[src/hdl/ej_ram.sv]
// ----------------------------------------------------------------------------
// ej_ram
// Generic single-write, single-read synchronous RAM with registered read.
// ----------------------------------------------------------------------------
module ej_ram #(
  parameter int unsigned WIDTH = 8,
  parameter int unsigned DEPTH = 64,
  localparam int unsigned AW = (DEPTH > 1) ? $clog2(DEPTH) : 1
) (
  input  logic             clk_i,
  input  logic             we_i,
  input  logic [AW-1:0]    waddr_i,
  input  logic [WIDTH-1:0] wdata_i,
  input  logic             re_i,
  input  logic [AW-1:0]    raddr_i,
  output logic [WIDTH-1:0] rdata_o
);

  logic [WIDTH-1:0] mem_q [DEPTH];
  logic [WIDTH-1:0] rdata_q;

  always_ff @(posedge clk_i) begin
    if (we_i) begin
      mem_q[waddr_i] <= wdata_i;
    end
  end

  // read data holds until the next read
  always_ff @(posedge clk_i) begin
    if (re_i) begin
      rdata_q <= mem_q[raddr_i];
    end
  end

  assign rdata_o = rdata_q;

endmodule

[config.mk]
export PLATFORM = sky130hd
export DESIGN_NAME = ej_ram
export DESIGN_NICKNAME = d
export VERILOG_FILES = /design/src/hdl/ej_ram.sv
export SDC_FILE = /design/constraint.sdc
export NUM_CORES = 1
export LEC_CHECK = 0
export CELL_PAD_IN_SITES_DETAIL_PLACEMENT = 1
export CELL_PAD_IN_SITES_GLOBAL_PLACEMENT = 2
export CORE_MARGIN = 2
export CORE_UTILIZATION = 41
export CTS_BUF_LIST = sky130_fd_sc_hd__clkbuf_8
export DETAILED_ROUTE_END_ITERATION = 16
export DONT_BUFFER_PORTS = 1
export PLACE_DENSITY_LB_ADDON = 0.1
export SKIP_LAST_GASP = 1
export SLEW_MARGIN = 20
export SYNTH_ARGS = -nofsm -noshare
export SYNTH_HDL_FRONTEND = slang
export SYNTH_SLANG_ARGS = --single-unit
[constraint.sdc]
create_clock -name clk_i -period 3.2 [get_ports clk_i]
set_input_delay 0.64 -clock clk_i [delete_from_list [all_inputs] [get_ports clk_i]]
set_output_delay 0.64 -clock clk_i [all_outputs]
set_load 0.01 [all_outputs]
## After elaboration in Yosys (flattened, before gate mapping)

Memory sizes are Yosys's and may differ from the RTL's. A register that Yosys moved wholly into a read port is not among the register bits.
Cells that the tools add are included.

- Register bits: 0
- Output and inout bits: 8
- Bits of input ports: 23
- Latch bits: 0
- Memories kept: 1
- ROM bits: 0
- Word-level logic and storage cells: 3
- Bits in writable memories: 512

- Divide/modulo/power cells: 0
- Multiply operators: 0
- Magnitude comparators: 0
- Eq/ne operators: 0
- $add $sub $neg: 0
- Shift operators: 0
- Bitwise operators: 0
- Reductions and logical operators: 0
- Mux-type cells: 2

Memory list:

| name | words | width | rd ports | clocked after Yosys merged registers in | write ports | RTL line | source |
|---|---|---|---|---|---|---|---|
| mem_q | 64 | 8 | 1 | 1 | 1 | 19 | `logic [WIDTH-1:0] mem_q [DEPTH];` |

Operators by type and width:

| cell | number |
|---|---|
| $mux 1 | 2 |

## Logic depth before layout (Yosys ltp)

Gate-level depths: netlist of the first run.

- Depth after elaboration: 2
- Depth in mapped cells: 9
- Gate-level depth less buffers: 5

## Worst setup path before layout of the first run

OpenSTA, ideal clock, no wires.

- Kind: input-to-reg
- Start point: in raddr_i[1]
- End point: reg rdata_q[3] (netlist: rdata_o[3]), read port of mem_q (data pin)
- Slack: 754 ps
- Arrival: 2,180 ps
- Data required time: 2,934 ps
- Stages on the path: 7
- Path buffers: 3
- Setup time: 266 ps
- Path through: buf_4 -> buf_2 -> buf_2 -> mux4_2 -> mux4_2 -> o21ai_1 -> o41ai_1

RTL lines:

| item | RTL line | source |
|---|---|---|
| from (decl) | 15 | `input logic [AW-1:0] raddr_i,` |
| to (decl) | 20 | `logic [WIDTH-1:0] rdata_q;` |

==> run summary, run 1 <==
Worst-Skew Late Latency: 0.64 ns
Via count: 9622
YS warnings: 0
Gpl congestion: 0.736
Seq/Total Area, Yosys: 77.1%
Share of cells above drive strength 1: 28.2%
Delay-heaviest family, CP: multiplexers
DP HPWL: 29.1 mm
First-pass GRT wire length: 72.6 mm
Syn avg cell area: 21.5 um^2
Final ANT Viol Nets: 0
RSZ-0062 raised after global routing: no
Slowest stage delay, CP: 0.51 ns
Vias in the first global route: 10600
Fin crit share: 65.7%
Most used DFF post-synth: edfxtp_1
Area Overhead vs Synth: 12.9%
DR vias/cell: 5.42
Cell variety after synth: 39
Synth Cell Area: 0.0202 mm^2
Layout Utilization: 46.8%
Post-Route Setup TNS: 0 ns
Synthesized net count: 963
# IOs: 31
Standard-cell rows: 81
Slew Limit Headroom: 53.6%
Filler cell count: 4544
CP endpoint kind: flip-flop
1st-pass router iterations: 5
# hold bufs at CTS: 0
Die Ht: 226 um
Register-to-Register Path Depth: 4
Tot GR Track Use: 20.1%
Worst EP required: 3.57 ns
Synth top area cells: edfxtp_1 77%, mux4_2 14%, nor2_1 1.5%, mux2i_1 1.1%, mux2_2 0.72%
Core box area: 0.0488 mm^2
Fin. Hold Viols: 0
Top-area cell type share of the netlist area: 77.1%
Most common cell in the netlist: edfxtp_1
Worst-margin pin slew: 0.693 ns
Pin count of the biggest net entering global routing: 138
Max cap viols: 0
Synthesized flop and latch total: 520
Fmax: 0.476 GHz
Crit Path Max Fanout: 1
Final setup margin: 1.10 ns
PortBufs: 0
Setup violators final: 0
CP Depth: 4
Die width: 226 um
FFs w/ async S/R, synth: 0%
CTS tree: done
Syn Inst Count: 940
Post-CTS setup buffer count: 0
Starting Density: 41.4%
Synth cell count leaders: 520 x edfxtp_1, 126 x mux4_2, 83 x nor2_1
Num CTS Buffers: 86
Number of synthesized flops with an enable pin: 520
Slowest CP cell: mux4_2
DR iter-0 viols: 628
Fin cells: 1776
Post-placement worst setup slack: 0.690 ns
Clock skew: 0.0298 ns
Cells after DPL: 1622
Crit path top cell by count: mux4_2
Crit path cell chain: mux4_2 -> mux4_2 -> o21ai_0 -> nand2_1
Leakage: 7.24 nW
Cts repair resizes: 0
Grt total ovfl: 0
WS Path Type: flip-flop to flip-flop
H-tree depth: 3
Final WL: 49.0 mm
Per-cell routed wire length: 27.6 um
Maximum vdd drop: 0.483 mV
Residual DRC: 0
Max-slew violations: 0
CP Launch Type: flip-flop
Hold Path Class: input pin to flip-flop
Die Area: 0.0512 mm^2
Tmin final: 2.10 ns
Clk Tree Root Cell: clkbuf_8
Synth area leader: edfxtp_1
Nets: 1069
Clk pin slew, worst setup/hold paths: 0.06 ns
Initial antenna violation count: 0
Clock sinks: 520
Max clock buf depth: 3
Pwr/cell area: 586 mW/mm^2
Worst path buffer plus inverter count: 0
Status: finished, final reports clean
Hold depth: 0
Count of antenna diodes in the layout: 0
Critical path arrival: 2.47 ns
==> power by group <==
part	total [mW]	switching, mW	internal, mW
Sequential	7.58	0.0282	7.56
Clock	5.40	2.55	2.85
Combinational	0.406	0.176	0.230
==> metal layers <==
| layer | part of all wire, % | GRT usage, % | vias up |
|---|---|---|---|
| met4 | 2.6 | 7.22 | 0 |
| li1 | - | - | 4159 |
| met5 | 0 | 0 | - |
| met3 | 6.1 | 5.28 | 74 |
| met2 | 48 | 32.1 | 226 |
| met1 | 43 | 26.7 | 5163 |
==> cell type report <==
class                      count  area, um^2  area share [%]
tap                          664         831            3.64
clock buffer                  87        1200            5.24
timing repair buffer          69         518            2.27
sequential                   520       15600            68.3
clock inverter                67         378            1.65
multi-input combinational    369        4320            18.9
==> cells in the final DEF (no fill, tap or decap), types with 7 or more instances in the layout <==
cell type,Yosys,routed
nor2b_1,14,14
nand3_1,13,13
clkbuf_8,0,87
mux2_2,13,13
nand2_1,19,19
buf_4,13,69
o221ai_1,8,8
nor3_1,7,7
clkinv_1,0,22
o22ai_1,8,8
nand2b_1,7,7
inv_1,0,28
clkinv_2,0,11
nor2_1,83,83
edfxtp_1,520,520
mux2i_1,23,23
mux4_2,126,126
==> cells by family after synthesis <==
group | synth area share, %
buf+inv | 1.56
mux | 15.9
simple gates | 3.37
flops | 77.1
compound gates | 2.06
==> state kept, by name, summed over array words and instances (netlist names) <==
register	flops
mem_q	512
rdata_o	8
==> path summary, 6_finish.rpt <==
kind                          start  slack, ns                    to
min                            re_i       0.11  rdata_o[0]$_DFFE_PP_
max reg2reg  mem_q[54][7]$_DFFE_PP_       1.10  rdata_o[7]$_DFFE_PP_
min reg2reg  mem_q[30][6]$_DFFE_PP_       0.92  rdata_o[6]$_DFFE_PP_
max          mem_q[54][7]$_DFFE_PP_       1.10  rdata_o[7]$_DFFE_PP_
==> per-stage QoR <==
stage	area (um^2)	hold slack, ns	total power [mW]
after global routing	22900	0.0579	13.8
after CTS	22900	0.0391	13.6
after floorplan	20200	0.739	8.11
after global placement	21300	0.744	8.13
after detailed placement	21300	0.744	8.14
final	22900	0.110	13.4
No activity file was read; power rests on OpenSTA's default activity.
==> run 2, diff against run 1 <==
--- a/config.mk
+++ b/config.mk
@@ -5,6 +5,7 @@
 export SDC_FILE = /design/constraint.sdc
 export NUM_CORES = 1
 export LEC_CHECK = 0
+export ABC_AREA = 1
 export CELL_PAD_IN_SITES_DETAIL_PLACEMENT = 1
 export CELL_PAD_IN_SITES_GLOBAL_PLACEMENT = 2
 export CORE_MARGIN = 2
==> constraint.sdc (replaced) <==
create_clock -name clk_i -period 2.2 [get_ports clk_i]
set_input_delay 0.44 -clock clk_i [delete_from_list [all_inputs] [get_ports clk_i]]
set_output_delay 0.44 -clock clk_i [all_outputs]
set_load 0.01 [all_outputs]
==> run summary, run 2 <==
Syn Inst Count: 1805
Multi-input gate area: 0.00495 mm^2
Max FFs per register: 512
Synth area leader: edfxtp_1
Via count: 14100
First-pass GRT wire length: 94.4 mm
Crit Path Max Fanout: 1
Maximum vdd drop: 0.463 mV
FFs w/ async S/R, synth: 0%
Layout Utilization: 46.8%
Register-to-Register Path Depth: 8
Reg2reg end: rdata_o[7]$_DFFE_PP_
Clock sinks: 520
DP HPWL: 35.2 mm
Hold depth: 3
# IOs: 31
Residual DRC: 0
Number of synthesized flops with an enable pin: 520
Commonest non-fill, non-tap cell in the layout: nand2_1
Final WL: 62.7 mm
Standard-cell rows: 83
Met1 global-route usage: 32.4%
Hold Path Class: input pin to flip-flop
Clock skew: 0.0318 ns
Fmax: 0.581 GHz
WS Path Type: flip-flop to output pin
Tmin final: 1.72 ns
Max clock buf depth: 3
Vias in the first global route: 14600
Post-CTS setup buffer count: 0
Die Ht: 233 um
Largest Register: mem_q
Area Overhead vs Synth: 12.6%
Synth cell count leaders: 648 x nand2_1, 520 x edfxtp_1, 439 x nand3_1
Initial antenna violation count: 2
Clk pin slew, worst setup/hold paths: 0.06 ns
Pwr/cell area: 828 mW/mm^2
Final ANT Viol Nets: 0
Worst hold endpoint: rdata_o[2]$_DFFE_PP_
Filler cell count: 5499
Fin. Hold Viols: 0
Worst-Skew Late Latency: 0.68 ns
Worst-margin pin slew: 1.09 ns
Num CTS Buffers: 89
Final setup margin: 0.480 ns
Synthesized net count: 1828
Max-slew violations: 0
Synth top area cells: edfxtp_1 73%, nand2_1 11%, nand3_1 10%, buf_6 1.8%, nor2_1 0.98%
DR iter-0 viols: 1023
Status: finished, final reports clean
Flop2flop setup slack: 0.68 ns
YS warnings: 0
Global routing usage on met3: 3.71%
Grt total ovfl: 0
Fin Hold WS: 0.0764 ns
Most common cell in the netlist: nand2_1
Cells after DPL: 2469
CP Launch Type: flip-flop
Post-placement worst setup slack: 0.0876 ns
Post-Route Setup TNS: 0 ns
H-tree depth: 3
CTS tree: done
Critical path arrival: 1.28 ns
Hold path start: raddr_i[4]
Nets: 1914
DP Area: 0.0223 mm^2
Cell variety after synth: 15
Max cap viols: 0
Gr busiest metal: met2
Synthesized flop and latch total: 520
Pin count of the biggest net entering global routing: 258
Commonest non-fill, non-tap cells in the layout: 648 x nand2_1, 520 x edfxtp_1, 439 x nand3_1
CP Depth: 0
Fin crit share: 78.2%
Post-route design area: 0.0241 mm^2
Starting Density: 41.6%
Share of cells above drive strength 1: 10.6%
Gpl congestion: 0.757
FF+latch area: 0.0156 mm^2
PortBufs: 0
Met2 Track Usage GR: 39.2%
Fin cells: 2640
Tot GR Track Use: 23.9%
Setup violators final: 0
Syn avg cell area: 11.9 um^2
RR Startpoint: mem_q[3][7]$_DFFE_PP_
Clk Tree Root Cell: clkbuf_8
Most used DFF post-synth: edfxtp_1
Die Area: 0.0541 mm^2
Leakage: 8.82 nW
Top-area cell type share of the netlist area: 72.9%
Worst EP required: 1.76 ns
Die width: 233 um
RSZ-0062 raised after global routing: no
Core box area: 0.0515 mm^2
1st-pass router iterations: 5
DR vias/cell: 5.34
Seq/Total Area, Yosys: 72.9%
Slew Limit Headroom: 27.4%
Per-cell routed wire length: 23.8 um
Total power: 20.0 mW
CP endpoint kind: output pin
Synth Cell Area: 0.0214 mm^2
==> run 2: final cells by class <==
class	instances	share of cell area (%)
clock inverters	66	1.08
inverters	12	0.228
multi-input cells	1160	20.5
repair buffers	108	4.58
clock buffers	93	5.31
diodes	1	0.0104
flip-flops and latches	520	64.8
well taps	680	3.53
==> run 2: worst max path at each step <==
| stage | endpoint | slack (ns) | start |
|---|---|---|---|
| after floorplan | mem_q[48][0]$_DFFE_PP_ | -0.006 | we_i |
| after global placement | rdata_o[5]$_DFFE_PP_ | 0.09 | raddr_i[0] |
| after detailed placement | rdata_o[5]$_DFFE_PP_ | 0.09 | raddr_i[0] |
| after CTS | rdata_o[5] | 0.44 | rdata_o[5]$_DFFE_PP_ |
| after global routing | rdata_o[5] | 0.48 | rdata_o[5]$_DFFE_PP_ |
| final | rdata_o[5] | 0.48 | rdata_o[5]$_DFFE_PP_ |
==> run 2: logic make-up (layout without fill, tap and decap cells) <==
family | after synthesis | count (layout) | synth area share (%)
AND/OR/NAND/NOR | 1160 | 1160 | 23.1
flip-flops | 520 | 520 | 72.9
buffers and inverters | 125 | 279 | 4.01
other | 0 | 1 | 0
==> run 2: power by group <==
| group | switching [mW] | leakage, nW | total, mW | internal (mW) |
|---|---|---|---|---|
| registers | 0.0510 | 4.69 | 11.0 | 11.0 |
| logic | 0.803 | 3.24 | 1.15 | 0.344 |
| clock network | 3.90 | 0.899 | 7.78 | 3.88 |
| total | 4.76 | 8.82 | 20.0 | 15.2 |
==> run 2: metal layers <==
layer	part of all wire, %	up-vias
li1	-	6545
met1	44	7150
met2	48	308
met3	4.8	85
met4	2.8	0
met5	0	-
==> run 2: timing repair <==
item                                   CTS  global route
setup endpoints to repair                0             0
endpoints found under the hold margin  525             0
hold buffers                            11             0
resized for setup                        0             0
