[src/hdl/ej_pkg.sv]
// ----------------------------------------------------------------------------
// ej_pkg
// Types, constants and helpers shared by the event journal modules.
// ----------------------------------------------------------------------------
package ej_pkg;

  localparam int unsigned DepthDefault = 64;

  localparam int unsigned ReasonHiW = 64;
  localparam int unsigned ReasonLoW = 56;
  localparam int unsigned TimeW     = 32;
  localparam int unsigned BattW     = 8;
  localparam int unsigned DropW     = 16;

  localparam logic [1:0] OP_RECORD = 2'd0;
  localparam logic [1:0] OP_READ   = 2'd1;
  localparam logic [1:0] OP_CLEAR  = 2'd2;

  localparam logic [DropW-1:0] DROP_MAX     = 16'hFFFF;
  localparam logic [8:0]       BATT_MAX     = 9'd100;
  localparam logic [BattW-1:0] BATT_UNKNOWN = 8'hFF;

  // one stored journal entry, as kept in the entry memory
  typedef struct packed {
    logic [ReasonHiW-1:0] reason_hi;
    logic [ReasonLoW-1:0] reason_lo;
    logic [TimeW-1:0]     stamp;
    logic [BattW-1:0]     batt;
  } entry_t;

  localparam int unsigned EntryW = $bits(entry_t);

  // status of the word waiting at the memory read port
  typedef struct packed {
    logic pend;
    logic last;
    logic marker;
  } rd_stat_t;

  // map a reported percent to the stored code: outside 0..100 is unknown
  function automatic logic [BattW-1:0] batt_code(input logic [8:0] raw);
    logic [BattW-1:0] code;
    if (raw[8] || (raw > BATT_MAX)) begin
      code = BATT_UNKNOWN;
    end else begin
      code = raw[BattW-1:0];
    end
    return code;
  endfunction

endpackage

[src/hdl/ej_journal.sv]
// ----------------------------------------------------------------------------
// ej_journal
// Ring pointers, entry count, drop counter and the read-out sequencer that
// drives the entry memory.
// ----------------------------------------------------------------------------
module ej_journal #(
  parameter int unsigned DEPTH = ej_pkg::DepthDefault,
  localparam int unsigned AW = (DEPTH > 1) ? $clog2(DEPTH) : 1
) (
  input  logic                      clk_i,
  input  logic                      rst_ni,
  input  logic                      in_valid_i,
  output logic                      in_stall_o,
  input  logic [1:0]                operation_i,
  input  logic [63:0]               reason_first8_i,
  input  logic [55:0]               reason_last7_i,
  input  logic                      clock_valid_i,
  input  logic [31:0]               unix_time_i,
  input  logic signed [8:0]         battery_percent_i,
  // memory side
  output logic                      we_o,
  output logic [AW-1:0]             waddr_o,
  output ej_pkg::entry_t            wdata_o,
  output logic                      re_o,
  output logic [AW-1:0]             raddr_o,
  // word at the read port and its hand-off to the output register
  output ej_pkg::rd_stat_t          rd_stat_o,
  input  logic                      load_i,
  output logic [ej_pkg::DropW-1:0]  drops_o
);

  localparam int unsigned CW = $clog2(DEPTH + 1);
  localparam int unsigned SW = AW + 1;
  localparam logic [SW-1:0] DepthS = SW'(DEPTH);
  localparam logic [AW-1:0] LastSlot = AW'(DEPTH - 1);
  localparam logic [CW-1:0] DepthC = CW'(DEPTH);

  localparam logic ST_IDLE = 1'b0;
  localparam logic ST_READ = 1'b1;

  logic                     state_q, state_d;
  logic [AW-1:0]            oldest_q, oldest_d;
  logic [CW-1:0]            count_q, count_d;
  logic [ej_pkg::DropW-1:0] drops_q, drops_d;
  logic [AW-1:0]            rd_ptr_q, rd_ptr_d;
  logic [CW-1:0]            left_q, left_d;
  ej_pkg::rd_stat_t         stat_q, stat_d;

  logic          accept;
  logic          full;
  logic [SW-1:0] tail_sum;
  logic [AW-1:0] tail_slot;
  logic [AW-1:0] oldest_inc;
  logic [AW-1:0] rd_ptr_inc;
  logic          issue;

  assign in_stall_o = (state_q == ST_READ) || stat_q.pend;
  assign accept     = in_valid_i && !in_stall_o;

  assign full       = (count_q == DepthC);
  assign tail_sum   = SW'(oldest_q) + SW'(count_q);
  assign tail_slot  = (tail_sum >= DepthS) ? AW'(tail_sum - DepthS) : AW'(tail_sum);
  assign oldest_inc = (oldest_q == LastSlot) ? '0 : oldest_q + AW'(1);
  assign rd_ptr_inc = (rd_ptr_q == LastSlot) ? '0 : rd_ptr_q + AW'(1);

  // next read may go out once the word at the read port moves on
  assign issue = (state_q == ST_READ) && (!stat_q.pend || load_i);

  // record path: a full journal overwrites its oldest slot
  assign we_o              = accept && (operation_i == ej_pkg::OP_RECORD);
  assign waddr_o           = full ? oldest_q : tail_slot;
  assign wdata_o.reason_hi = reason_first8_i;
  assign wdata_o.reason_lo = reason_last7_i;
  assign wdata_o.stamp     = clock_valid_i ? unix_time_i : '0;
  assign wdata_o.batt      = ej_pkg::batt_code(battery_percent_i);

  assign re_o    = issue;
  assign raddr_o = rd_ptr_q;

  always_comb begin
    state_d  = state_q;
    oldest_d = oldest_q;
    count_d  = count_q;
    drops_d  = drops_q;
    rd_ptr_d = rd_ptr_q;
    left_d   = left_q;
    stat_d   = stat_q;

    if (load_i) begin
      stat_d.pend = 1'b0;
    end

    if (accept) begin
      unique case (operation_i)
        ej_pkg::OP_RECORD: begin
          if (full) begin
            oldest_d = oldest_inc;
            if (drops_q != ej_pkg::DROP_MAX) begin
              drops_d = drops_q + ej_pkg::DropW'(1);
            end
          end else begin
            count_d = count_q + CW'(1);
          end
        end
        ej_pkg::OP_READ: begin
          if (count_q != '0) begin
            state_d  = ST_READ;
            rd_ptr_d = oldest_q;
            left_d   = count_q;
          end else if (drops_q != '0) begin
            stat_d.pend   = 1'b1;
            stat_d.last   = 1'b1;
            stat_d.marker = 1'b1;
          end
        end
        ej_pkg::OP_CLEAR: begin
          oldest_d = '0;
          count_d  = '0;
          drops_d  = '0;
        end
        default: begin
        end
      endcase
    end

    if (issue) begin
      rd_ptr_d      = rd_ptr_inc;
      left_d        = left_q - CW'(1);
      stat_d.pend   = 1'b1;
      stat_d.last   = (left_q == CW'(1));
      stat_d.marker = 1'b0;
      if (left_q == CW'(1)) begin
        state_d = ST_IDLE;
      end
    end
  end

  always_ff @(posedge clk_i or negedge rst_ni) begin
    if (!rst_ni) begin
      state_q  <= ST_IDLE;
      oldest_q <= '0;
      count_q  <= '0;
      drops_q  <= '0;
      rd_ptr_q <= '0;
      left_q   <= '0;
      stat_q   <= '0;
    end else begin
      state_q  <= state_d;
      oldest_q <= oldest_d;
      count_q  <= count_d;
      drops_q  <= drops_d;
      rd_ptr_q <= rd_ptr_d;
      left_q   <= left_d;
      stat_q   <= stat_d;
    end
  end

  assign rd_stat_o = stat_q;
  assign drops_o   = drops_q;

endmodule
[config.mk]
export PLATFORM = sky130hd
export DESIGN_NAME = ej_journal
export DESIGN_NICKNAME = d
export VERILOG_FILES = /design/src/hdl/ej_pkg.sv /design/src/hdl/ej_journal.sv
export SDC_FILE = /design/constraint.sdc
export NUM_CORES = 1
export LEC_CHECK = 0
export ABC_AREA = 1
export BUFFER_PORTS_ARGS = -buffer_cell sky130_fd_sc_hd__clkbuf_2
export CORE_AREA = 2 2 140 142
export CTS_CLUSTER_DIAMETER = 40
export DETAILED_ROUTE_END_ITERATION = 10
export DIE_AREA = 0 0 142 144
export GPL_TIMING_DRIVEN = 1
export PLACE_DENSITY_LB_ADDON = 0.08
export SLEW_MARGIN = 10
export SYNTH_ARGS = -nofsm -noshare
export SYNTH_HDL_FRONTEND = slang
export SYNTH_SLANG_ARGS = --single-unit
[constraint.sdc]
create_clock -name clk_i -period 4.6 [get_ports clk_i]
set_input_delay 0.69 -clock clk_i [delete_from_list [all_inputs] [get_ports clk_i]]
set_output_delay 0.69 -clock clk_i [all_outputs]
set_load 0.05 [all_outputs]
# --- Yosys cells after proc, flatten, opt, wreduce, memory -nomap -nowiden ---
# Index checks and enable logic that the tools add are counted.
word_totals:
  register_bits: 46
  in_bits: 168
  out_inout_bits: 194
  wordCells: 82
classes:
  reduce_logical: 21
  magnitude_cmp: 2
  n_eq_ne: 11
  n_addsub: 7
  n_mux: 32
op_table:
  columns: ["op", "n"]
  rows:
  - ["$mux 6", 9]
  - ["$mux 7", 5]
  - ["$mux 16", 2]
  - ["$mux 32", 1]
  - ["$pmux 16 s2", 1]
  - ["$add 16x1->16 const B", 1]
  - ["$ne 16x16->1 const B", 1]
  - ["$reduce_bool 16->1", 1]
  - ["$mux 3", 5]
  - ["$pmux 7 s2", 1]
  - ["$add 6x1->6 const B", 2]
  - ["$eq 6x6->1 const B", 2]
  - ["$pmux 6 s2", 1]
  - ["$reduce_bool 2->1", 5]
  - ["$gt 9x7->1 const B", 1]
  - ["$reduce_and 3->1", 3]
  - ["$mux 8", 1]
  - ["$reduce_and 4->1", 2]
  - ["$add 6x7->7", 1]
  - ["$add 7x1->7 const B", 1]
  - ["$eq 7x1->1 const B", 1]
  - ["$eq 7x7->1 const B", 1]
  - ["$ge 7x7->1 const B", 1]
  - ["$reduce_bool 7->1", 1]
  - ["other kinds (11)", 23]

# --- Logic depth before layout (Yosys ltp) ---
depth:
  depth_word: 6
  ltp_mapped: 11

# --- Least setup slack after synthesis ---
# Ideal clock, no wire load.
synth_timing:
  path_type: "register to output"
  start: "register count_q[0]"
  end: "output waddr_o[4]"
  slack_ns: 1.538
  t_arrival_ns: 2.372
  path_stages_with_launch: 7
  path_buffers: 0
  required_ns: 3.910
  path_cell_list: "dfrtp_1 ha_1 inv_1 fa_1 o21ai_0 xnor2_1 o21ai_0"
synth_between:
  elab_chain_len: 4
synth_rtl:
  columns: ["element", "line", "rtl"]
  rows:
  - ["start, declared", "ej_journal.sv:43", "logic [CW-1:0] count_q, count_d;"]
  - ["start signal, assigned", "ej_journal.sv:150", "count_q <= count_d;"]
  - ["$add 6x7->7", "ej_journal.sv:61", "assign tail_sum = SW'(oldest_q) + SW'(count_q);"]
  - ["$sub 6x1->6 or $ge 7x7->1 (tied branches)", "ej_journal.sv:62", "assign tail_slot = (tail_sum >= DepthS) ? AW'(tail_sum - DepthS) : AW'(tail_sum);"]
  - ["$mux 6", "ej_journal.sv:62", null]
  - ["$mux 6 *", "ej_journal.sv:71", "assign waddr_o = full ? oldest_q : tail_slot;"]
  - ["end, declared", "ej_journal.sv:22", "output logic [AW-1:0] waddr_o,"]
# Every way passes the cells marked *; elsewhere a longest branch is shown, timed or not.

# --- Worst setup path in the final report ---
layout_timing:
  start: "register count_q[0]"
  end: "output waddr_o[2]"
# Same word-level chain as after synthesis.

==> impl_metrics.yaml <==
status:
  run_status: "finished clean"
synthesis:
  synth.net_count: 840
  share_of_the_yosys_chip_area_belonging_to_registers: 0.259
  async_flop_share: 1.00
  ys.flop_type: "sky130_fd_sc_hd__dfrtp_1"
  synth-seq-cells: 46
  synth.cell_area_mm2: 0.00445
  synthTopCellsByCount: "sky130_fd_sc_hd__nand2_1, sky130_fd_sc_hd__buf_4, sky130_fd_sc_hd__inv_1"
  ys.warnings.count: 0
  synthDistinctLibCells: 35
  synth.largest_area_cell: "sky130_fd_sc_hd__dfrtp_1"
  count_leader_synth: "sky130_fd_sc_hd__nand2_1"
  postSynthCellCount: 658
  mean_area_per_synthesized_cell_um2: 6.76
  synth-edff-count: 0
  synth_top_area_frac: 0.259
  synthTopCellsByArea: "sky130_fd_sc_hd__dfrtp_1, sky130_fd_sc_hd__buf_4, sky130_fd_sc_hd__nand2_1"
cells_and_area:
  fillCellCount: 2154
  insertedDiodeCount: 0
  final_layout_size_suffix_gt1_frac: 0.246
  area_growth_syn_to_layout_pct: 2.05
  number_of_nets_in_the_layout: 839
  final_design_area_no_fill_mm2: 0.00454
sta:
  post-route-period-util: 0.644
  rsz0062_at_grt: "false"
  timing.fmax_ghz: 0.337
  worst_clock_skew_ns: 0.00503
  slew_headroom: 0.557
  hold_viol_final: 0
  worst_slew_pin_slew_ns: 0.664
  clock_period_minus_final_worst_setup_slack_ns: 2.96
  setup_viol: 0
  setup-tns-final_ns: 0
  report.final.slew_viol_count: 0
placement:
  place.detailed.hpwl_um: 10000
  portBuffers: 121
  routabilityCongestion: 0.754
  postPlaceCellArea_mm2: 0.00439
power:
  power.leakage_nw: 2.54
  irDropWorstVdd_uv: 203
  cellPowerDensity_mw_per_mm2: 564
worst_setup_path:
  cp_data_required_time_ns: 3.91
  worstSetupPathType: "reg2out"
  timing.critical_path.from_type: "flop"
  cp_max_fo: 5
  cp-end-kind: "output port"
  worstPathArrival_ns: 2.27
clocking:
  clk_transition_reported_paths_ns: 0.07
  max-clock-path-buffers: 2
  cts.repair.resized: 0
  clock-sinks: 46
  clk_latency_ns: 0.30
  clockRootBuffer: "sky130_fd_sc_hd__clkbuf_16"
  cts_hold_repair.buffers: 0
  htree_levels: 2
  cts_setup_buffers: 0
  cts_tree: "yes"
  cts_made_buffers: 5
die:
  fp-row-count: 51
  core_region_area_mm2: 0.0191
  design.die.area_mm2: 0.0204
  die_y_um: 144
  fp.dieW_um: 142
  start_util: 0.233
  boundaryPins: 362
detailed_routing:
  number_of_nets_with_antenna_violations_after_routing: 0
  route.final.wire_length_um: 12500
  via_count: 3798
  remaining_drc_errors: 0
  vias_per_cell: 4.24
  detailed_route_iter0_violations: 146
  routedWlPerCell_um: 13.9
  drt_first_pass_iters: 4
job:
  timing.max_cap.violations: 0
grt:
  first_pass_grt_wire_length_um: 20200
  grtUsageTotal: 0.124
  grt_pass1_vias: 3692
  number_of_antenna_violations_at_the_first_check_in_global_routing: 0
  total_grt_overflow: 0
  largest_net_degree_at_the_start_of_global_routing: 47
min_path:
  worst_hold_path_type: "reg2reg"
[worst max-delay path: stages, from the launching register on]
cell	delay (ns)
sky130_fd_sc_hd__dfrtp_1	0.44
sky130_fd_sc_hd__ha_1	0.22
sky130_fd_sc_hd__inv_1	0.06
sky130_fd_sc_hd__fa_1	0.40
sky130_fd_sc_hd__xor2_1	0.15
sky130_fd_sc_hd__o21ai_0	0.35
sky130_fd_sc_hd__clkbuf_2	0.35
[path summary, 6_finish.rpt]
kind	start	to	slack, ns	cells after the start
setup / recovery	count_q[0]	waddr_o[2]	1.64	6
hold / removal	state_q	rd_stat_o[2]	0.50	2
setup reg to reg	rd_stat_o[2]	left_q[3]	2.59	8
hold reg to reg	state_q	rd_stat_o[2]	0.50	2
max in group asynchronous	rst_ni	count_q[6]	3.64	2
min in group asynchronous	rst_ni	raddr_o[0]	0.51	2
[state kept, by name, summed over array words and instances (netlist names)]
register and flops:
count_q 7, rd_stat_o 3, raddr_o 6, drops_o 16, state_q 1, left_q 7, oldest_q 6
[metrics by stage]
| stage | setup WS (ns) | std cells | utilization | hold slack, ns | total power [mW] |
|---|---|---|---|---|---|
| after floorplan | 1.54 | 658 | - | 0.394 | 2.08 |
| after global placement | 1.99 | 888 | 0.230 | 0.485 | 2.21 |
| after detailed placement | 1.93 | 888 | 0.230 | 0.481 | 2.21 |
| after CTS | 1.60 | 896 | 0.238 | 0.499 | 2.61 |
| after global routing | 1.50 | 896 | 0.238 | 0.518 | 2.79 |
| final | 1.64 | 896 | 0.238 | 0.496 | 2.56 |
[report_power, final]
group          internal [mW]  switching, mW  total, mW
clock network          0.216          0.168      0.384
logic                  0.402           1.08       1.48
registers              0.529          0.167      0.697
[cell usage in the layout (no fill, tap or decap), drive strengths merged]
cell type	count
o22ai	1
nand3	61
nand2	165
buf	1
dfrtp	46
xnor2	2
ha	13
or2	8
o21ai	42
o21bai	2
o211ai	2
clkinv	1
inv	97
nand4	13
clkbuf	128
a21oi	6
a21boi	1
xor2	13
nor3	3
o21a	1
fa	1
nor2	51
[layer usage]
layer  track usage  up-vias  wire length [um]
li1              -     1919                 -
met1         0.165     1717              5870
met2         0.198      131              5710
met3        0.0368       31               715
met4        0.0321        0               173
met5             0        -                 0
[logic make-up after synthesis]
logic type / synth area share
xor gates and xnor gates: 0.0295
DFF: 0.259
buffers and inverters: 0.300
AOI/OAI and AO/OA: 0.0714
and+or+nand+nor: 0.300
adders and majority gates: 0.0410
[final cells by class]
type	count	area, um2	share of cell area
multi-input combinational	385	1970	0.433
sequential	46	1150	0.253
clock inverter	1	5.00	0.00110
clock buffer	7	143	0.0314
inverter	97	367	0.0807
tap	238	298	0.0656
timing repair buffer	122	613	0.135
Power figures use the tool's default switching activity.
